## src/seqal_ram.sv

```systemverilog
// Generic single-port synchronous RAM, read-first, with registered read data.
// No dependencies.
module seqal_ram #(
	parameter int WIDTH = 32,
	parameter int DEPTH = 16
) (
	input  logic                     clk,
	input  logic                     we,
	input  logic [$clog2(DEPTH)-1:0] addr,
	input  logic [WIDTH-1:0]         wdata,
	output logic [WIDTH-1:0]         rdata
);

	logic [WIDTH-1:0] mem [DEPTH];

	always_ff @(posedge clk) begin
		if (we) mem[addr] <= wdata;
		rdata <= mem[addr];
	end

endmodule

```

## config.mk

```make
export PLATFORM = sky130hd
export DESIGN_NAME = seqal_ram
export DESIGN_NICKNAME = d
export VERILOG_FILES = /design/src/seqal_ram.sv
export SDC_FILE = /design/constraint.sdc
export NUM_CORES = 1
export LEC_CHECK = 0
export ABC_AREA = 1
export BUFFER_PORTS_ARGS = -buffer_cell sky130_fd_sc_hd__buf_2
export CORE_MARGIN = 1.5
export CORE_UTILIZATION = 62
export DETAILED_ROUTE_END_ITERATION = 10
export PLACE_DENSITY_LB_ADDON = 0.25
export SLEW_MARGIN = 25
export SYNTH_ARGS = -nofsm -noshare
export SYNTH_HDL_FRONTEND = slang
export SYNTH_SLANG_ARGS = --single-unit
```

## constraint.sdc

```tcl
create_clock -name clk -period 2.99 [get_ports clk]
set_input_delay 0.299 -clock clk [delete_from_list [all_inputs] [get_ports clk]]
set_output_delay 0.299 -clock clk [all_outputs]
set_load 0.01 [all_outputs]
```

Word level (Yosys, flattened, before mapping)
Memories as Yosys holds them, arrays and structs flattened. A register that Yosys moved wholly into a read port is not among the register bits.
Index checks and enable logic that the tools add are counted.
{"block": "op_classes", "mux": 2}
{"cell": "two-way mux 1 bit", "n": 2}
{"block": "word_totals", "output_inout_bits": 32, "ff_bits": 0, "n_memories": 1, "mem_bits_rw": 512, "word_cells": 3, "in_bits": 38}
{"name": "mem", "depth": 16, "word_bits": 32, "rd": 1, "rd_ports_with_merged_regs": 1, "write_ports": 1, "line_no": "14", "text": "logic [WIDTH-1:0] mem [DEPTH];"}

Depth between registers and ports, before layout
{"block": "depth", "depth_word": 2, "ltp_mapped": 12, "ltp_nobuf": 9}

Worst setup path after synthesis
No wires, ideal clock.
{"block": "synth_path", "path_kind": "input to register", "startpoint": "input addr[1]", "endpoint": "memory mem[5][0], enable pin", "cell_stages": 6, "arrival_time_ns": 2.372, "slack_ns": 0.197, "setup_time_ns": 0.421, "path_buffers": 3, "required_time_ns": 2.569, "path_cell_list": "buf_2 -> inv_1 -> buf_2 -> buf_2 -> nand3_1 -> nor2_1"}
{"item": "start: declaration", "line_no": "9", "text": "input logic [$clog2(DEPTH)-1:0] addr,"}
{"item": "end: declaration", "line_no": "14"}
No word-level cell before the write port.

Worst setup path in the final report
{"block": "layout_path", "startpoint": "input addr[0]", "endpoint": "memory mem[6][6], enable pin"}
No word-level cell before the write port.

==> out/qor.log <==
[final_layout] Filler Cell Count 2512
[drt] Pre-antenna DRT Iters 5
[power] peak supply drop 600 uV
[synthesis] sequential element share of the synthesized area 72.1%
[place] final HPWL from detailed placement 25.0 mm
[final_layout] commonest cells after routing, fill and taps aside sky130_fd_sc_hd__nand2_1 (1378), sky130_fd_sc_hd__edfxtp_1 (512), sky130_fd_sc_hd__inv_1 (69)
[power] power consumption 16.3 mW
[setup_path] number of cells on the worst reg-to-reg path 8
[final_layout] number of nets in the finished design 2219
[timing] Final setup viols 0
[setup_path] slack of the worst reg-to-reg path 1930 ps
[place] Port Buffers 69
[min_path] Min-Delay Startpoint wdata[19]
[synthesis] gate count of the mapped netlist 2113
[power] Pwr per Cell Area 658 nW/um2
[place] final RePlAce weighted congestion 0.780
[power] leakage power summed over all cells 10.6 nW
[flow_run] number of max-capacitance violations reported 0
[clock_tree] CTS clock-pin slew for the worst setup and hold paths 60 ps
[synthesis] Synth area leaders sky130_fd_sc_hd__edfxtp_1 (69%), sky130_fd_sc_hd__nand2_1 (23%), sky130_fd_sc_hd__dfxtp_1 (2.9%)
[floorplanning] floorplan die width 192 um
[final_layout] antenna cell count 0
[timing] RSZ-0062 raised after global routing false
[timing] Final Hold Slack 71.1 ps
[timing] clock tree skew after final layout 14.4 ps
[floorplanning] standard-cell rows 69
[final_layout] synth-to-layout area growth 11.6%
[clock_tree] master cell of the clock root buffer sky130_fd_sc_hd__clkbuf_16
[setup_path] reg-to-reg startpoint mem[0][9]$_DFFE_PP_
[setup_path] endpoint of the worst register-to-register path rdata[9]$_DFF_P_
[synthesis] flip-flop and latch count after synthesis 544
[setup_path] Data required, critical path 3290 ps
[clock_tree] Resized cells post-CTS 0
[synthesis] Synth Area per Inst 10.5 um2
[synthesis] total nets after synthesis 2151
[timing] final count of pins violating max slew 0
[clock_tree] number of H-tree branching levels 2
[clock_tree] TritonCTS clock tree yes
[drt] average wire per standard cell 18.2 um
[setup_path] data arrival time of the worst path 1830 ps
[clock_tree] hold-fix buffer count after cts 0
[global_route] largest net degree at the start of global routing 178
[clock_tree] number of buffers inserted to repair setup after CTS 0
[timing] minimum clock period after layout 1530 ps
[drt] number of nets with antenna violations after routing 0
[drt] DR DRC count 0
[floorplanning] die height 192 um
[global_route] vias in the first global route 13912
[floorplanning] area of the die 37000 um2
[global_route] global-route wire length before repair 76.0 mm
[setup_path] type of the setup path with the least slack in2reg
[floorplanning] core footprint 35400 um2
[setup_path] critical path endpoint category flop
[timing] share of the clock period used by the worst path after layout 51.3%
[final_layout] total area of multi-input combinational cells 5400 um2
[global_route] overall overflow remaining after global route 0
[timing] Final Hold Violating Endpoints 0
[timing] Max Fclk 652 MHz
[clock_tree] number of clock sinks 544
[status] status finished clean
[final_layout] Seq. cell area 16000 um2
[synthesis] Netlist cell types 13
[synthesis] number of warnings reported in the yosys synthesis log 0
[clock_tree] clock tree buffer depth 3
[timing] Tightest Pin Transition 911 ps
[drt] total detailed-routing wirelength 49.0 mm
[clock_tree] latest clock arrival within the worst-skew pair 600 ps
[min_path] classification of the worst-slack hold path in2reg
[synthesis] largest area contributor in the synthesized netlist sky130_fd_sc_hd__edfxtp_1
[min_path] hold depth 1
[synthesis] mapped cell area 22200 um2
[timing] worst slew slack as a fraction of its limit 39.3%
[drt] via total after detailed routing 14327
[drt] detailed-route vias per instance 5.33
[floorplanning] starting utilization of the core area 62.8%
[clock_tree] number of buffers created by CTS 54
[drt] drt initial violations 1379
[setup_path] crit start category input pin
[final_layout] most common cell after layout, fill and taps aside sky130_fd_sc_hd__nand2_1
[setup_path] maximum fanout along the worst path 37
[synthesis] area share of the largest cell type after synthesis 69.2%
[floorplanning] number of primary I/O pins 70
[timing] setup TNS after final layout 0 ps
[final_layout] proportion of layout cells with a drive suffix above 1 9.43%
[global_route] number of antenna violations at the first check in global routing 1
[min_path] hold-critical path endpoint mem[9][19]$_DFFE_PP_
[global_route] Total Routing Usage GR 27.6%
Yosys cell counts:
cell	number
sky130_fd_sc_hd__nor2_1	18
sky130_fd_sc_hd__inv_1	70
sky130_fd_sc_hd__buf_4	17
sky130_fd_sc_hd__inv_6	1
sky130_fd_sc_hd__buf_2	41
sky130_fd_sc_hd__buf_1	6
sky130_fd_sc_hd__edfxtp_1	512
sky130_fd_sc_hd__clkbuf_1	10
sky130_fd_sc_hd__nand3_1	4
sky130_fd_sc_hd__nand2_1	1378
sky130_fd_sc_hd__dfxtp_1	32
sky130_fd_sc_hd__buf_6	23
sky130_fd_sc_hd__buf_8	1
final cells by class:
cell class / count / share of cell area [%]
Clock buffer: 83 / 6.59
Clock inverter: 19 / 0.676
Inverter: 71 / 1.10
Multi-Input combinational cell: 1400 / 21.8
Sequential cell: 544 / 64.6
Tap cell: 461 / 2.33
Timing Repair Buffer: 110 / 2.97
where the power goes:
group / leakage, nW / total, mW / switching (mW) / internal [mW]
Clock: 0.890 / 6.77 / 2.76 / 4.01
Combinational: 4.80 / 0.976 / 0.712 / 0.264
Sequential: 4.89 / 8.58 / 0.0535 / 8.52
Total: 10.6 / 16.3 / 3.52 / 12.8
how the worst max path moves through the flow:
stage	from	endpoint	slack, ps
2_1_floorplan	addr[1]	mem[5][0]$_DFFE_PP_	200
3_3_place_gp	addr[0]	mem[6][4]$_DFFE_PP_	890
3_5_place_dp	addr[0]	mem[6][2]$_DFFE_PP_	860
6_report	addr[0]	mem[6][6]$_DFFE_PP_	1460
5_1_grt	addr[0]	rdata[30]$_DFF_P_	1330
4_1_cts	addr[0]	mem[6][2]$_DFFE_PP_	1460
cell families (layout without fill, tap and decap cells):
logic type	count (synthesis)	after routing	share of synthesized area (%)
buffers and inverters	169	283	4.22
and+or+nand+nor	1400	1400	23.7
DFF	544	544	72.1
sequential cells by signal, indices dropped and copies added (netlist names):
name	count
mem	512
rdata	32
layer usage:
metal / share of wire (%) / vias up / global-route usage (%)
met4: 2.9 / 0 / 10.9
met1: 40 / 6759 / 36.1
met5: 0 / - / 0
li1: - / 6907 / -
met2: 49 / 559 / 46.5
met3: 7.4 / 102 / 4.49
metrics by stage:
step / setup WS, ps / instances / utilization, % / instance area (um2)
3_5_place_dp: 857 / 2586 / 65.0 / 23000
5_1_grt: 1330 / 2688 / 70.1 / 24800
6_report: 1460 / 2688 / 70.1 / 24800
3_3_place_gp: 893 / 2586 / 65.0 / 23000
4_1_cts: 1460 / 2688 / 70.1 / 24800
2_1_floorplan: 197 / 2113 / - / 22200
critical path: stages:
cell                      delay [ps]
sky130_fd_sc_hd__buf_6           190
sky130_fd_sc_hd__inv_6           120
sky130_fd_sc_hd__nand3_1         300
sky130_fd_sc_hd__nor2_4          630
sky130_fd_sc_hd__buf_12          260
Note: power is estimated with default switching activity, not from simulation.
