File: src/seqal_pkg.sv
// Package for the three-stream sequence aligner: sizes, codes, types and
// address helpers shared by the control, memory and top-level files.
// No dependencies.
package seqal_pkg;

	localparam int NUM_CATEGORIES = 16;
	localparam int QUEUE_DEPTH    = 16;

	localparam int OP_W    = 2;
	localparam int CAT_W   = 4;
	localparam int SEQ_W   = 32;

	localparam int NUM_QUEUES  = 3 * NUM_CATEGORIES;
	localparam int STORE_DEPTH = NUM_QUEUES * QUEUE_DEPTH;
	localparam int QIDX_W      = $clog2(QUEUE_DEPTH);
	localparam int FILL_W      = $clog2(QUEUE_DEPTH + 1);
	localparam int QNUM_W      = $clog2(NUM_QUEUES);
	localparam int SADDR_W     = $clog2(STORE_DEPTH);

	// source codes
	localparam logic [OP_W-1:0] OP_CALC_A = 2'd0;
	localparam logic [OP_W-1:0] OP_CALC_B = 2'd1;
	localparam logic [OP_W-1:0] OP_REF    = 2'd2;

	typedef enum logic [3:0] {
		ST_IDLE,
		ST_PTR,
		ST_PUSH,
		ST_HEAD,
		ST_LOOP,
		ST_POP,
		ST_POPW,
		ST_MATCH,
		ST_WB,
		ST_DONE
	} state_t;

	typedef struct packed {
		logic [QIDX_W-1:0] head;
		logic [FILL_W-1:0] fill;
	} qptr_t;

	typedef struct packed {
		logic              we;
		logic [QNUM_W-1:0] addr;
		qptr_t             wdata;
	} ptr_req_t;

	typedef struct packed {
		logic               we;
		logic [SADDR_W-1:0] addr;
		logic [SEQ_W-1:0]   wdata;
	} store_req_t;

	typedef struct packed {
		logic             matched;
		logic [CAT_W-1:0] category;
		logic [SEQ_W-1:0] seq;
		logic             dropped;
	} result_t;

	function automatic logic [QNUM_W-1:0] qnum(input logic [1:0] slot,
			input logic [CAT_W-1:0] cat);
		int n;
		n = int'(slot) * NUM_CATEGORIES + int'(cat);
		return QNUM_W'(n);
	endfunction

	function automatic logic [SADDR_W-1:0] store_addr(input logic [QNUM_W-1:0] q,
			input logic [QIDX_W-1:0] idx);
		int a;
		a = int'(q) * QUEUE_DEPTH + int'(idx);
		return SADDR_W'(a);
	endfunction

	function automatic logic [QIDX_W-1:0] qidx_inc(input logic [QIDX_W-1:0] idx);
		logic [QIDX_W-1:0] r;
		if (idx == QIDX_W'(QUEUE_DEPTH - 1)) r = '0;
		else r = idx + 1'b1;
		return r;
	endfunction

endpackage

File: src/seqal_ram.sv
// Generic single-port synchronous RAM, read-first, with registered read data.
// No dependencies.
module seqal_ram #(
	parameter int WIDTH = 32,
	parameter int DEPTH = 16
) (
	input  logic                     clk,
	input  logic                     we,
	input  logic [$clog2(DEPTH)-1:0] addr,
	input  logic [WIDTH-1:0]         wdata,
	output logic [WIDTH-1:0]         rdata
);

	logic [WIDTH-1:0] mem [DEPTH];

	always_ff @(posedge clk) begin
		if (we) mem[addr] <= wdata;
		rdata <= mem[addr];
	end

endmodule

File: src/seqal_ptr_mem.sv
// Queue pointer memory: head and fill of every queue, with per-entry valid
// bits so that an entry never written reads as empty. Uses seqal_pkg, seqal_ram.
module seqal_ptr_mem (
	input  logic               clk,
	input  logic               arst_n,
	input  seqal_pkg::ptr_req_t req,
	output seqal_pkg::qptr_t    rdata
);
	import seqal_pkg::*;

	logic [NUM_QUEUES-1:0] valid_q;
	logic                  rvalid_s1;
	logic [$bits(qptr_t)-1:0] raw;

	seqal_ram #(
		.WIDTH ($bits(qptr_t)),
		.DEPTH (NUM_QUEUES)
	) u_ram (
		.clk   (clk),
		.we    (req.we),
		.addr  (req.addr),
		.wdata (req.wdata),
		.rdata (raw)
	);

	always_ff @(posedge clk or negedge arst_n) begin
		if (!arst_n) begin
			valid_q   <= '0;
			rvalid_s1 <= 1'b0;
		end else begin
			if (req.we) valid_q[req.addr] <= 1'b1;
			rvalid_s1 <= valid_q[req.addr];
		end
	end

	// an unwritten entry is an empty queue at index zero
	assign rdata = rvalid_s1 ? qptr_t'(raw) : '0;

endmodule

File: config.mk
export PLATFORM = sky130hd
export DESIGN_NAME = seqal_ptr_mem
export DESIGN_NICKNAME = d
export VERILOG_FILES = /design/src/seqal_pkg.sv /design/src/seqal_ram.sv /design/src/seqal_ptr_mem.sv
export SDC_FILE = /design/constraint.sdc
export NUM_CORES = 1
export LEC_CHECK = 0
export BUFFER_PORTS_ARGS = -buffer_cell sky130_fd_sc_hd__buf_2
export CAP_MARGIN = 0
export CORE_MARGIN = 3
export CORE_UTILIZATION = 40
export DETAILED_ROUTE_END_ITERATION = 10
export PLACE_DENSITY = 0.65
export SLEW_MARGIN = 25
export SYNTH_ARGS = -nofsm -noshare
export SYNTH_HDL_FRONTEND = slang
export SYNTH_SLANG_ARGS = --single-unit
export TNS_END_PERCENT = 1
File: constraint.sdc
create_clock -name clk -period 1.5 [get_ports clk]
set_input_delay 0.075 -clock clk [delete_from_list [all_inputs] [get_ports clk]]
set_output_delay 0.075 -clock clk [all_outputs]
set_load 0.005 [all_outputs]
Word level (Yosys, flattened, before mapping)
Memories as Yosys holds them, arrays and structs flattened. A register that Yosys moved wholly into a read port is not among the register bits.
Index checks and enable logic that the tools add are counted.
{ "classes": {"order_cmp": 2, "n_mux": 7, "bitwise": 1, "n_reduce_logical": 1} }
{ "op_table": {"columns": ["cell", "n"], "rows": [
  ["OR 48 bit", 1],
  ["two-way mux 9 bit", 1],
  ["< comparator 6 x 7 -> 1 bit, second input constant", 1],
  ["binary-select mux 1 bit (select 6 bit)", 1],
  ["demux 1 bit (select 6 bit)", 1],
  ["greater-or-equal comparator 6 x 1 -> 1 bit, second input constant", 1],
  ["two-way mux 1 bit", 4],
  ["logical AND 1 bit", 1]
]} }
{ "word_totals": {"regBits": 49, "ramBits": 432, "input_bits": 18, "elab_cells": 14, "n_memories": 1} }
{ "memory_table": {"columns": ["name", "depth", "word_bits", "read_ports", "rd_ports_with_merged_regs", "wr", "line", "text"], "rows": [
  ["u_ram.mem", 48, 9, 1, 1, 1, "seqal_ram.sv:14", "logic [WIDTH-1:0] mem [DEPTH];"]
]} }

Longest topological paths before layout
{ "depth": {"ltp_word": 5, "depth_mapped": 9, "depth_no_buf": 5} }

Hierarchy
From an unflattened synthesis, not the netlist that was laid out.
{ "hier_totals": {"hier_cells": 1185, "hier_area_um2": 19426.1} }
{ "modules_own_cells": {"columns": ["module", "instances", "cells_each", "area_per_inst_um2", "seq_area_each_um2"], "rows": [
  ["seqal_ram", 1, 981, 17072.6, 13152.6],
  ["seqal_ptr_mem", 1, 204, 2353.5, 1226.2]
]} }

Least setup slack after synthesis
Ideal clock, no wire load.
{ "synth_path": {"path_kind": "input to register", "from": "in req[9] in the netlist's numbering", "to": "mem u_ram.mem[32][0] in the netlist's numbering, enable pin", "arrival_time_ns": 1.567, "required_time_ns": 1.125, "path_slack_ns": -0.442, "path_stages": 6, "cell_sequence": "buf_6 -> nor2_1 -> clkbuf_1 -> clkbuf_1 -> nand2_1 -> nor2_1"} }
{ "synth_lines": {"columns": ["element", "line", "text"], "rows": [
  ["start: declaration", "seqal_ptr_mem.sv:6", "input seqal_pkg::ptr_req_t req,"],
  ["end: declaration", "seqal_ram.sv:14", null]
]} }
Straight into the memory's write port.

Worst setup path in the final report
{ "layout_path": {"from": "reg valid_q[37]", "to": "reg rvalid_s1"} }
{ "layout_between": {"elab_chain_len": 2} }
{ "layout_lines": {"columns": ["element", "line", "text"], "rows": [
  ["start: declaration", "seqal_ptr_mem.sv:11", "logic [NUM_QUEUES-1:0] valid_q;"],
  ["start signal: assignment", "seqal_ptr_mem.sv:28", "valid_q <= '0;"],
  ["start signal: indexed assignment", "seqal_ptr_mem.sv:31", "if (req.we) valid_q[req.addr] <= 1'b1;"],
  ["binary-select mux 1 bit (select 6 bit)", "seqal_ptr_mem.sv:32", "rvalid_s1 <= valid_q[req.addr];"],
  ["two-way mux 1 bit (implied by the code)", "seqal_ptr_mem.sv:32", null],
  ["end signal: assignment", "seqal_ptr_mem.sv:32", null],
  ["end: declaration", "seqal_ptr_mem.sv:12", "logic rvalid_s1;"]
]} }
No other way between the ends. The select of a mux whose other input is x is not followed.
A chain may end at the register's enable or synchronous reset.

==> impl_metrics.toml <==
[final_layout]
fin_util_pct = 51.72
drive_gt1_share_pct = 38.73
nets = 1329
nFillCells = 3728
syn_to_final_growth_pct = 27.40

[synthesis]
synth_fp_nets = 1104
yosysWarnings = 0
synth-async-reset-ratio_pct = 10.00
synth_top_area_cell = "edfxtp_1"
synthesis.area_um2 = 18980
synth.most_common_cell = "edfxtp_1"
synth-seq-cells = 490
synth_top_area_share_pct = 68.34
syn_avg_cell_area_um2 = 17.48
synthDistinctLibCells = 51
synth_flop_cell = "edfxtp_1"
yosys-top-cells-count = "edfxtp_1, nand2_1, nor2_1"
yosysSeqAreaShare_pct = 75.75
synth_top_cells_by_area = "edfxtp_1, dfrtp_1, mux4_2"
synthCells = 1086
synth_edf_count = 432

[worst_setup_path]
start_kind = "register"
reg2reg_slack_ns = -0.37
cp_data_required_time_ns = 1.97
worst-path-stages = 4
r2r-end = "rvalid_s1"
cp_max_fo = 2
path_cells = "mux4_2 -> mux2i_1 -> o2bb2ai_1 -> or4_1"
r2r_start = "valid_q[37]"
critPathLaunch = "valid_q[37]"
reg2regPathDepth = 4
worst_path_max_delay_cell = "or4_1"
worstPathArrival_ns = 2.33
crit_path_max_incr_delay_ns = 0.48
criticalPathCategory = "register to register"
endpoint = "rvalid_s1"
cp_num_buf_inv = 0
cpLargestDelayFamily = "multiplexers"
crit_path_end_kind = "register"

[clock_tree]
cts_made_buffers = 50
cts.sink_count = 490
htree_num_levels = 2
clkLatencyLatePin_ns = 0.60
clk_pin_slew_ns = 0.07
tritoncts = "yes"
root_buffer = "clkbuf_16"
clock_path_buffers = 3

[sta]
slew_violations = 0
finalSetupViolations = 18
slew_headroom_pct = 33.66
setup-tns-final_ns = -2.497
rsz0062_at_grt = "true"
hold_violations = 0
tightest_slew_ns = 0.9951
period_needed_ns = 1.865
fin_skew_ns = 0.02465
setup_ws_ns = -0.3650
finalCritPeriodShare_pct = 124.3
fmax_mhz = 536.2

[global_route]
grt_max_degree = 50
grt_usage_pct = 20.59
grt_overflow = 0
grt_pass1_wl_mm = 75.67
grt_pass1_vias = 11411
antenna_found_initial = 6

[min_path]
hp-class = "input pin to async pin"

[power_and_ir_drop]
power.total_mw = 30.49
power_density_nw_per_um2 = 1261
ir_drop_mv = 0.7685
leakagePower_nw = 8.326

[floorplanning]
die_h_um = 223.8
die-width_um = 223.8
fp.coreArea_um2 = 46750
dieArea_um2 = 50100
initial_core_util_pct = 40.60
ios = 27
rows = 79

[route]
wl_per_cell_um = 26.09
drc_errors = 0
via_per_inst = 5.685
wirelength_mm = 51.19
ant_nets = 0
via_count = 11154
dr.pass1.iters = 7
drt-initial-drc-count = 1357

[placed_design]
io_buffers = 26
dp_hpwl_mm = 33.86
place_ws_ns = -0.9371
gp_congestion = 0.8903

[status]
violations = "setup timing"
status = "finished, violations left"

[job]
drv_cap = 0
## layer usage
metal  up-vias  global-route usage [%]  part of all wire [%]
li1       4815                       -                     -
met1      5801                   27.85                    42
met2       441                   33.16                    48
met3        93                   4.154                   7.0
met4         4                   8.089                   3.2
met5         -                       0                 0.053
## worst min path at each step
stage	slack [ns]	cells after the start	endpoint	from
2_1_floorplan	-0.22	0	rvalid_s1	arst_n
3_3_place_gp	0.11	2	valid_q[36]	arst_n
3_5_place_dp	0.10	2	valid_q[36]	arst_n
4_1_cts	0.01	3	rvalid_s1	arst_n
5_1_grt	0.04	1	u_ram.mem[23][6]	req[6]
6_report	0.03	3	valid_q[32]	arst_n
## registers in the layout, summed over array words and instances, names as in the netlist
| name | cells |
|---|---|
| u_ram.mem | 432 |
| valid_q | 48 |
| u_ram.rdata | 9 |
| rvalid_s1 | 1 |
## where the power goes
part | internal [mW] | switching, mW | leakage, nW
Combinational | 1.02 | 1.28 | 2.92
Sequential | 15.2 | 0.198 | 4.58
Clock | 7.62 | 5.16 | 0.826
## cell families after synthesis
logic type             Yosys count  synth area share, %
AO/OA/AOI/OAI                  196                7.916
AND/OR/NAND/NOR                228                5.926
buffers and inverters           66                1.707
flip-flops                     490                75.75
multiplexers                   106                8.701
## final cells by class
cell class	instances	area [um2]	share of cell area, %
multi-input cells	530	4838	20.01
repair buffers	235	2491	10.30
well taps	607	759.5	3.141
inverters	4	15.01	0.06209
diodes	2	5.005	0.02070
clock inverters	26	326.6	1.350
flip-flops and latches	490	14380	59.46
clock buffers	68	1369	5.660
## timing repair
action / in CTS / in global routing
pin swaps: 12 / 11
endpoints found under the setup margin: 18 / 89
hold buffers: 4 / 0
resized for setup: 18 / 16
hold endpoints to repair: 160 / 0
setup buffers: 0 / 0
## stage by stage
step	hold slack [ns]	cell area (um2)	instances
2_1_floorplan	-0.2206	19400	1086
3_3_place_gp	0.1061	22270	1861
3_5_place_dp	0.1046	22270	1861
4_1_cts	0.01243	24090	1959
5_1_grt	0.04249	24180	1961
6_report	0.02651	24180	1962
## tightest hold or removal path, stage by stage
cell	delay, ns
dlygate4sd3_1	0.52
buf_2	0.13
buf_12	0.27
## cell usage in the layout (no fill, tap or decap), types with 8 or more instances in the layout
cell type  count
edfxtp_1     432
buf_4        146
buf_12        60
nand2_1       56
a221oi_1      50
clkbuf_16     50
or2_2         49
dfrtp_1       49
nor2_4        48
mux4_2        43
mux2_2        36
a22oi_1       26
buf_2         23
mux2i_1       22
o211ai_1      17
o21ai_0       14
and2_1        13
clkbuf_1      13
a22o_1        12
nand2_2       10
a21oi_1        9
a31oi_1        9
dfxtp_1        9
clkinv_2       8
No activity file was read; power rests on OpenSTA's default activity.
