<file path="config.mk">
export PLATFORM = sky130hd
export DESIGN_NAME = seqal_ctrl
export DESIGN_NICKNAME = d
export VERILOG_FILES = /design/src/seqal_pkg.sv /design/src/seqal_ctrl.sv
export SDC_FILE = /design/constraint.sdc
export NUM_CORES = 1
export LEC_CHECK = 0
export BUFFER_PORTS_ARGS = -buffer_cell sky130_fd_sc_hd__buf_4
export CORE_UTILIZATION = 40
export CTS_CLUSTER_DIAMETER = 50
export CTS_CLUSTER_SIZE = 24
export DETAILED_ROUTE_END_ITERATION = 8
export PLACE_DENSITY = 0.56
export SYNTH_ARGS = -nofsm -noshare
export SYNTH_HDL_FRONTEND = slang
export SYNTH_SLANG_ARGS = --single-unit
</file>
<file path="constraint.sdc">
create_clock -name clk -period 5.3 [get_ports clk]
set_input_delay 0.265 -clock clk [delete_from_list [all_inputs] [get_ports clk]]
set_output_delay 0.265 -clock clk [all_outputs]
set_load 0.005 [all_outputs]
</file>
<file path="src/seqal_pkg.sv">
// Package for the three-stream sequence aligner: sizes, codes, types and
// address helpers shared by the control, memory and top-level files.
// No dependencies.
package seqal_pkg;

	localparam int NUM_CATEGORIES = 16;
	localparam int QUEUE_DEPTH    = 16;

	localparam int OP_W    = 2;
	localparam int CAT_W   = 4;
	localparam int SEQ_W   = 32;

	localparam int NUM_QUEUES  = 3 * NUM_CATEGORIES;
	localparam int STORE_DEPTH = NUM_QUEUES * QUEUE_DEPTH;
	localparam int QIDX_W      = $clog2(QUEUE_DEPTH);
	localparam int FILL_W      = $clog2(QUEUE_DEPTH + 1);
	localparam int QNUM_W      = $clog2(NUM_QUEUES);
	localparam int SADDR_W     = $clog2(STORE_DEPTH);

	// source codes
	localparam logic [OP_W-1:0] OP_CALC_A = 2'd0;
	localparam logic [OP_W-1:0] OP_CALC_B = 2'd1;
	localparam logic [OP_W-1:0] OP_REF    = 2'd2;

	typedef enum logic [3:0] {
		ST_IDLE,
		ST_PTR,
		ST_PUSH,
		ST_HEAD,
		ST_LOOP,
		ST_POP,
		ST_POPW,
		ST_MATCH,
		ST_WB,
		ST_DONE
	} state_t;

	typedef struct packed {
		logic [QIDX_W-1:0] head;
		logic [FILL_W-1:0] fill;
	} qptr_t;

	typedef struct packed {
		logic              we;
		logic [QNUM_W-1:0] addr;
		qptr_t             wdata;
	} ptr_req_t;

	typedef struct packed {
		logic               we;
		logic [SADDR_W-1:0] addr;
		logic [SEQ_W-1:0]   wdata;
	} store_req_t;

	typedef struct packed {
		logic             matched;
		logic [CAT_W-1:0] category;
		logic [SEQ_W-1:0] seq;
		logic             dropped;
	} result_t;

	function automatic logic [QNUM_W-1:0] qnum(input logic [1:0] slot,
			input logic [CAT_W-1:0] cat);
		int n;
		n = int'(slot) * NUM_CATEGORIES + int'(cat);
		return QNUM_W'(n);
	endfunction

	function automatic logic [SADDR_W-1:0] store_addr(input logic [QNUM_W-1:0] q,
			input logic [QIDX_W-1:0] idx);
		int a;
		a = int'(q) * QUEUE_DEPTH + int'(idx);
		return SADDR_W'(a);
	endfunction

	function automatic logic [QIDX_W-1:0] qidx_inc(input logic [QIDX_W-1:0] idx);
		logic [QIDX_W-1:0] r;
		if (idx == QIDX_W'(QUEUE_DEPTH - 1)) r = '0;
		else r = idx + 1'b1;
		return r;
	endfunction

endpackage

</file>
<file path="src/seqal_ctrl.sv">
// Alignment sequencer: loads the three queue pointers of a category, appends
// the word unless its queue is full, discards stale heads, pops complete sets
// through the sequence memory and writes the pointers back. Uses seqal_pkg.
module seqal_ctrl (
	input  logic                         clk,
	input  logic                         arst_n,
	input  logic                         in_valid,
	output logic                         in_ready,
	input  logic [seqal_pkg::OP_W-1:0]   op,
	input  logic [seqal_pkg::CAT_W-1:0]  category,
	input  logic [seqal_pkg::SEQ_W-1:0]  seq_id,
	output seqal_pkg::ptr_req_t          ptr_req,
	input  seqal_pkg::qptr_t             ptr_rdata,
	output seqal_pkg::store_req_t        store_req,
	input  logic [seqal_pkg::SEQ_W-1:0]  store_rdata,
	output logic                         res_valid,
	input  logic                         res_ready,
	output seqal_pkg::result_t           res
);
	import seqal_pkg::*;

	state_t state_q, state_d;
	logic [1:0] cnt_q, cnt_d;
	logic [1:0] slot_q, slot_d;

	logic [OP_W-1:0]   op_q;
	logic [CAT_W-1:0]  cat_q;
	logic [SEQ_W-1:0]  seq_q;
	logic [QIDX_W-1:0] head_q [3];
	logic [FILL_W-1:0] fill_q [3];
	logic [SEQ_W-1:0]  val_q [3];
	logic [SEQ_W-1:0]  big_q;
	logic              match_q;
	logic [SEQ_W-1:0]  mseq_q;
	logic              drop_q;

	logic [1:0]        cap;
	logic              all_ne;
	logic [SEQ_W-1:0]  m01, big_max;
	logic              pop_now;
	logic [QIDX_W-1:0] head_nxt;
	logic              set_done;
	logic              tgt_full;
	logic [QIDX_W:0]   pos_sum;
	logic [QIDX_W-1:0] push_pos;

	assign cap      = cnt_q - 2'd1;
	assign all_ne   = (fill_q[0] != '0) && (fill_q[1] != '0) && (fill_q[2] != '0);
	assign m01      = (val_q[1] > val_q[0]) ? val_q[1] : val_q[0];
	assign big_max  = (val_q[2] > m01) ? val_q[2] : m01;
	assign pop_now  = (fill_q[slot_q] != '0) && (val_q[slot_q] < big_q);
	assign head_nxt = qidx_inc(head_q[slot_q]);
	assign set_done = all_ne && (val_q[0] == big_q) && (val_q[1] == big_q) &&
		(val_q[2] == big_q);
	assign tgt_full = (fill_q[op_q] == FILL_W'(QUEUE_DEPTH));
	assign pos_sum  = (QIDX_W+1)'(head_q[op_q]) + (QIDX_W+1)'(fill_q[op_q]);
	assign push_pos = (pos_sum >= (QIDX_W+1)'(QUEUE_DEPTH)) ?
		QIDX_W'(pos_sum - (QIDX_W+1)'(QUEUE_DEPTH)) : QIDX_W'(pos_sum);

	assign res.matched  = match_q;
	assign res.category = match_q ? cat_q : '0;
	assign res.seq      = mseq_q;
	assign res.dropped  = drop_q;

	always_ff @(posedge clk or negedge arst_n) begin
		if (!arst_n) begin
			state_q <= ST_IDLE;
			cnt_q   <= '0;
			slot_q  <= '0;
		end else begin
			state_q <= state_d;
			cnt_q   <= cnt_d;
			slot_q  <= slot_d;
		end
	end

	always_comb begin
		state_d   = state_q;
		cnt_d     = cnt_q;
		slot_d    = slot_q;
		in_ready  = 1'b0;
		res_valid = 1'b0;
		ptr_req   = '0;
		store_req = '0;
		case (state_q)
			ST_IDLE: begin
				in_ready = 1'b1;
				if (in_valid) begin
					cnt_d = '0;
					if ((op > OP_REF) || (int'(category) >= NUM_CATEGORIES)) begin
						state_d = ST_DONE;
					end else begin
						state_d = ST_PTR;
					end
				end
			end
			ST_PTR: begin
				if (cnt_q != 2'd3) ptr_req.addr = qnum(cnt_q, cat_q);
				cnt_d = cnt_q + 2'd1;
				if (cnt_q == 2'd3) state_d = ST_PUSH;
			end
			ST_PUSH: begin
				if (tgt_full) begin
					state_d = ST_DONE;
				end else begin
					store_req.we    = 1'b1;
					store_req.addr  = store_addr(qnum(op_q, cat_q), push_pos);
					store_req.wdata = seq_q;
					cnt_d           = '0;
					state_d         = ST_HEAD;
				end
			end
			ST_HEAD: begin
				if (cnt_q != 2'd3) store_req.addr = store_addr(qnum(cnt_q, cat_q), head_q[cnt_q]);
				cnt_d = cnt_q + 2'd1;
				if (cnt_q == 2'd3) state_d = ST_LOOP;
			end
			ST_LOOP: begin
				if (all_ne) begin
					slot_d  = '0;
					state_d = ST_POP;
				end else begin
					cnt_d   = '0;
					state_d = ST_WB;
				end
			end
			ST_POP: begin
				if (pop_now) begin
					store_req.addr = store_addr(qnum(slot_q, cat_q), head_nxt);
					state_d        = ST_POPW;
				end else if (slot_q == 2'd2) begin
					state_d = ST_MATCH;
				end else begin
					slot_d = slot_q + 2'd1;
				end
			end
			ST_POPW: begin
				state_d = ST_POP;
			end
			ST_MATCH: begin
				if (set_done) begin
					cnt_d   = '0;
					state_d = ST_HEAD;
				end else begin
					state_d = ST_LOOP;
				end
			end
			ST_WB: begin
				ptr_req.we         = 1'b1;
				ptr_req.addr       = qnum(cnt_q, cat_q);
				ptr_req.wdata.head = head_q[cnt_q];
				ptr_req.wdata.fill = fill_q[cnt_q];
				cnt_d              = cnt_q + 2'd1;
				if (cnt_q == 2'd2) state_d = ST_DONE;
			end
			ST_DONE: begin
				res_valid = 1'b1;
				if (res_ready) state_d = ST_IDLE;
			end
			default: begin
				state_d = ST_IDLE;
			end
		endcase
	end

	// working copies of the three queues of the category
	always_ff @(posedge clk) begin
		case (state_q)
			ST_IDLE: begin
				if (in_valid) begin
					op_q    <= op;
					cat_q   <= category;
					seq_q   <= seq_id;
					match_q <= 1'b0;
					mseq_q  <= '0;
					drop_q  <= 1'b0;
				end
			end
			ST_PTR: begin
				if (cnt_q != 2'd0) begin
					head_q[cap] <= ptr_rdata.head;
					fill_q[cap] <= ptr_rdata.fill;
				end
			end
			ST_PUSH: begin
				if (tgt_full) drop_q <= 1'b1;
				else fill_q[op_q] <= fill_q[op_q] + 1'b1;
			end
			ST_HEAD: begin
				if (cnt_q != 2'd0) val_q[cap] <= store_rdata;
			end
			ST_LOOP: begin
				big_q <= big_max;
			end
			ST_POP: begin
				if (pop_now) begin
					head_q[slot_q] <= head_nxt;
					fill_q[slot_q] <= fill_q[slot_q] - 1'b1;
				end
			end
			ST_POPW: begin
				val_q[slot_q] <= store_rdata;
			end
			ST_MATCH: begin
				if (set_done) begin
					match_q <= 1'b1;
					mseq_q  <= big_q;
					for (int i = 0; i < 3; i++) begin
						head_q[i] <= qidx_inc(head_q[i]);
						fill_q[i] <= fill_q[i] - 1'b1;
					end
				end
			end
			default: ;
		endcase
	end

endmodule

</file>
# --- Word-level counts from Yosys, hierarchy flattened ---
# Memories as Yosys holds them, arrays and structs flattened. A register that Yosys moved wholly into a read port is not among the register bits.
# Cells that the tools add are included.
totals:
  ff_bits: 112
  mem_count: 3
  ram_bits: 123
  wordCells: 192
mem_list:
  columns: ["name", "depth", "width", "rd", "rd_clocked_by_memory_dff", "write_ports", "line_no", "source"]
  rows:
  - ["val_q", 3, 32, 4, 0, 1, "seqal_ctrl.sv:31", "logic [SEQ_W-1:0] val_q [3];"]
  - ["fill_q", 3, 5, 6, 1, 3, "seqal_ctrl.sv:30", "logic [FILL_W-1:0] fill_q [3];"]
  - ["head_q", 3, 4, 6, 1, 3, "seqal_ctrl.sv:29", "logic [QIDX_W-1:0] head_q [3];"]
classes:
  n_reduce_logical: 29
  order_cmp: 5
  n_eq_ne: 34
  mux: 91
  n_addsub: 20
ops:
  columns: ["cell", "count"]
  rows:
  - ["$mux 32", 6]
  - ["$eq 32x32->1", 3]
  - ["$mux 4", 24]
  - ["$gt 32x32->1", 2]
  - ["$pmux 32 s2", 1]
  - ["$mux 43", 1]
  - ["$pmux 4 s10", 1]
  - ["$lt 32x32->1", 1]
  - ["$reduce_or 32->1", 1]
  - ["$add 10x4->10", 3]
  - ["$mux 2", 15]
  - ["$pmux 10 s3", 1]
  - ["$mux 1", 29]
  - ["$ne 2x2->1 const B", 13]
  - ["$reduce_bool 5->1", 5]
  - ["$eq 4x4->1 const B", 6]
  - ["$mux 10", 2]
  - ["$sub 5x1->5 const B", 4]
  - ["$add 6x4->6", 3]
  - ["$add 4x1->4 const B", 4]
  - ["$eq 4x3->1 const B", 4]
  - ["$mux 5", 3]
  - ["$reduce_or 5->1", 3]
  - ["$pmux 6 s2", 1]
  - ["other kinds (28)", 43]

# --- Logic depth before layout (Yosys ltp) ---
# An unclocked memory read counts as a cell.
logic_depth:
  depth_word: 12
  ltp_mapped: 19
  depth_no_buf: 16

# --- Least setup slack after synthesis ---
# No wires, ideal clock.
synth_path:
  path_type: "flip-flop to flip-flop"
  from: "memory val_q[1][29]"
  to: "register big_q[10] (data pin)"
  synth_period_minus_slack_ns: 4.579
  path_buffers: 3
  path_stages_with_launch: 19
  path_slack_ns: 0.721
  arrival_ns: 4.300
  cell_sequence: "edfxtp_1 > ha_1 > nand4_1 > nor4_1 > and4_1 > nand2b_1 > o22ai_1 > clkbuf_1 > mux2i_1 > ha_1 > a21o_1 > a21o_1 > a211oi_1 > o31ai_1 > a211oi_1 > a21o_1 > clkbuf_1 > clkbuf_1 > mux2i_1"
synth_rtl:
  columns: ["element", "line_no", "source"]
  rows:
  - ["from (decl)", "seqal_ctrl.sv:31", null]
  - ["to (signal assigned)", "seqal_ctrl.sv:193", "big_q <= big_max;"]
  - ["to (decl)", "seqal_ctrl.sv:32", "logic [SEQ_W-1:0] big_q;"]

==> impl_metrics.tcl <==
set metrics [dict create \
    r2r_slack_ns 0.39 \
    syn-instance-count 1296 \
    synth_adder_area_share_pct 8.823 \
    antenna_cells 0 \
    routed_via_density 5.415 \
    io_buffers 181 \
    insertion_delay_ns 0.55 \
    setup_viol 0 \
    period_share_pct 92.60 \
    grt_usage_pct 22.57 \
    grt_pass1_vias 11780 \
    hold_path.startpoint "ptr_rdata[5]" \
    fmax_mhz 203.8 \
    seq_area_frac_synth_pct 50.56 \
    dr.pass1.iters 5 \
    fin_nets 1769 \
    grt_first_pass_wirelength_mm 70.49 \
    core_sq_um 40100 \
    num_rows 73 \
    synth_xor_area_share_pct 3.793 \
    hold_violations 0 \
    fp.dieW_um 204.4 \
    p_seq_share_pct 35.5 \
    stdcell_count 2121 \
    clock-sinks 278 \
    p_leak_nw 8.144 \
    ys.flop_type "edfxtp_1" \
    cap_violations 0 \
    synth.area.top_cells "edfxtp_1, ha_1, mux4_2" \
    synth_top_cell_area_share_pct 49.09 \
    reg2reg_from "val_q[1][29]" \
    switching_share_pct 36.78 \
    finalClockSkew_ns 0.02853 \
    drt_iter0_drc 813 \
    drive_above_1_share_pct 23.62 \
    rsz0062_at_grt "false" \
    synth_top_cell_by_area "edfxtp_1" \
    fin_util_pct 50.90 \
    combPwrFrac_pct 38.8 \
    cp.required_ns 5.67 \
    yosys.area_share.simple_pct 9.831 \
    routabilityCongestion 0.8520 \
    die_y_um 204.4 \
    min_period_ns 4.908 \
    slew-limit-headroom_pct 24.64 \
    syn_to_final_growth_pct 24.50 \
    start_kind "register" \
    drc 0 \
    grt_max_degree 57 \
    synth_edf_count 268 \
    gr-total-overflow 0 \
    vias 11490 \
    pwr-share-clk_pct 25.8 \
    min_to "head_q[3][0]" \
    antenna_found_initial 0 \
    ys_ff_latch 278 \
    cts_buffers 36 \
    reg2reg_depth 17 \
    initial_utilization_pct 40.88 \
    path_clk_slew_ns 0.06 \
    yosysUniqueCellTypes 71 \
    cts-root-buf "clkbuf_16" \
    endpoint_kind "register" \
    irDropWorstVdd_mv 0.3513 \
    synth.area.mux_share_pct 14.72 \
    min_path_cells 2 \
    outcome "completed" \
    r2r-end "big_q[25]" \
    wl_per_cell_um 21.81 \
    tns_ns 0 \
    clock_path_buffers 3 \
    ys_async_sr_fraction_pct 2.878 \
    dp_cells 1987 \
    slew_viol_final 0 \
    worstPathMaxFanout 16 \
    internal_power_mw 6.266 \
    synth_area_per_cell_sq_um 12.65 \
    powerDensity_nw_per_um2 485.6 \
    netlist_area_sq_um 16390 \
    dieArea_sq_um 41800 \
    wirelength_mm 46.26 \
    cts_tree "yes" \
    synth_top_family_by_area "multiplexers" \
    dp_hpwl_mm 34.20 \
    ant_nets 0 \
    holdCritPathClass "primary input to register" \
    arrival_ns 5.28 \
    criticalPathCategory "register to register" \
    synth_compound_area_share_pct 7.373 \
    syn_nets 1494 \
    tightest_slew_ns 1.128 \
    cts_htree_levels 2 \
    p_switching_mw 3.645 \
    cts_setup_buffers 0 \
    fillers 3546 \
    yosys_warnings 0 \
    pin_count 182 \
]
==> metal layers <==
metal  share of wire (%)  vias up  GRT usage (%)
met5                   0        -              0
met4                 2.5        0          7.303
met2                  50      277          38.69
met3                 4.5       69          3.125
li1                    -     5439              -
met1                  43     5701          29.33
==> synthesized netlist by cell type (all sizes together) (12+ instances only) <==
| cell type | count |
|---|---|
| mux2i | 88 |
| buf | 15 |
| inv | 135 |
| edfxtp | 268 |
| nor2 | 73 |
| mux2 | 17 |
| nand3 | 25 |
| nand4 | 22 |
| o21ai | 31 |
| nand2 | 47 |
| clkbuf | 33 |
| and2 | 42 |
| or3 | 13 |
| a21oi | 40 |
| a31oi | 12 |
| nor3 | 23 |
| ha | 114 |
| xor2 | 46 |
| nor2b | 18 |
| mux4 | 59 |
| a21o | 15 |
| xnor2 | 25 |
| nor4 | 14 |
==> per-stage QoR <==
step / hold WS (ns) / setup WS (ns) / power [mW] / instance area [sq um]
after floorplan: -0.03059 / 0.7214 / 5.961 / 16390
after global placement: 0.09849 / 0.2606 / 7.322 / 18450
after detailed placement: 0.09650 / 0.09458 / 7.370 / 18450
after CTS: 0.1137 / 0.06268 / 9.993 / 20400
after global routing: 0.1294 / 0.1191 / 10.50 / 20410
final: 0.1368 / 0.3924 / 9.912 / 20410
==> state kept, by name (all words and copies together) (netlist names), 2 cells and up, named ones only <==
register and flops:
big_q 32, cat_q 4, cnt_q 2, fill_q 20
head_q 16, mseq_q 32, op_q 2, seq_q 32
slot_q 2, state_q 4, val_q 128
==> cell type report <==
type / instances / area [sq um] / area share, %
Sequential cell: 278 / 8290 / 40.62
Multi-Input combinational cell: 835 / 7375 / 36.13
Timing Repair Buffer: 285 / 2342 / 11.48
Clock buffer: 37 / 925.9 / 4.537
Tap cell: 525 / 656.9 / 3.218
Inverter: 135 / 506.7 / 2.483
Clock inverter: 26 / 312.8 / 1.533
==> power by group through the flow <==
stage	clock [mW]	combinational, mW	sequential, mW
floorplan	0	2.69	3.28
finish	2.55	3.84	3.52
CTS	2.60	3.87	3.52
global placement	0	3.77	3.55
detailed placement	0	3.80	3.56
global route	2.68	4.23	3.60
==> cell families (layout without fill, tap and decap cells) <==
logic type | Yosys count | count (layout)
adder cells (fa/ha/maj) | 115 | 115
flip-flops | 278 | 278
AO/OA/AOI/OAI | 176 | 176
buffers and inverters | 183 | 483
AND/OR/NAND/NOR | 309 | 309
XOR/XNOR | 71 | 71
multiplexers | 164 | 164
==> worst max path at each step <==
stage | slack, ns | to | start
floorplan | 0.72 | big_q[10] | val_q[1][29]
global route | 0.12 | big_q[25] | val_q[1][29]
finish | 0.39 | big_q[25] | val_q[1][29]
detailed placement | 0.09 | big_q[8] | val_q[1][23]
global placement | 0.26 | big_q[0] | val_q[1][23]
CTS | 0.06 | big_q[25] | val_q[1][23]
==> layout by cell type, fill, tap and decap left out, types with 6 or more instances in the layout <==
| cell type | instances |
|---|---|
| a211oi_1 | 10 |
| a21o_1 | 14 |
| a21oi_1 | 40 |
| a22oi_1 | 8 |
| a31oi_1 | 12 |
| and2_1 | 42 |
| and3_1 | 9 |
| buf_4 | 212 |
| clkbuf_16 | 37 |
| dfrtp_1 | 6 |
| dlygate4sd3_1 | 71 |
| edfxtp_1 | 268 |
| ha_1 | 114 |
| inv_1 | 135 |
| inv_6 | 10 |
| mux2_2 | 17 |
| mux2i_1 | 88 |
| mux4_2 | 56 |
| nand2_1 | 47 |
| nand3_1 | 25 |
| nand4_1 | 22 |
| nor2_1 | 68 |
| nor2b_1 | 17 |
| nor3_1 | 22 |
| nor4_1 | 13 |
| o211ai_1 | 7 |
| o21ai_0 | 30 |
| or3_1 | 13 |
| xnor2_1 | 25 |
| xor2_1 | 46 |
==> repair_timing <==
action | in CTS | in global routing
resized for setup | 0 | 3
hold buffers | 71 | 0
endpoints found under the hold margin | 176 | 0
endpoints found under the setup margin | 0 | 32
==> critical path: stages (launching register included) <==
cell and delay (ns):
edfxtp_1 0.49, ha_1 0.36, nand4_1 0.18, nor4_2 0.50, and4_1 0.32, nand2b_1 0.17, o22ai_4 0.08, buf_4 0.26
mux2i_1 0.24, ha_1 0.29, a21o_1 0.16, a21o_1 0.17, a211oi_1 0.28, o31ai_1 0.15, a211oi_1 0.39, a21o_2 0.26
buf_4 0.22, mux2i_1 0.22
No activity file was read; power rests on OpenSTA's default activity.
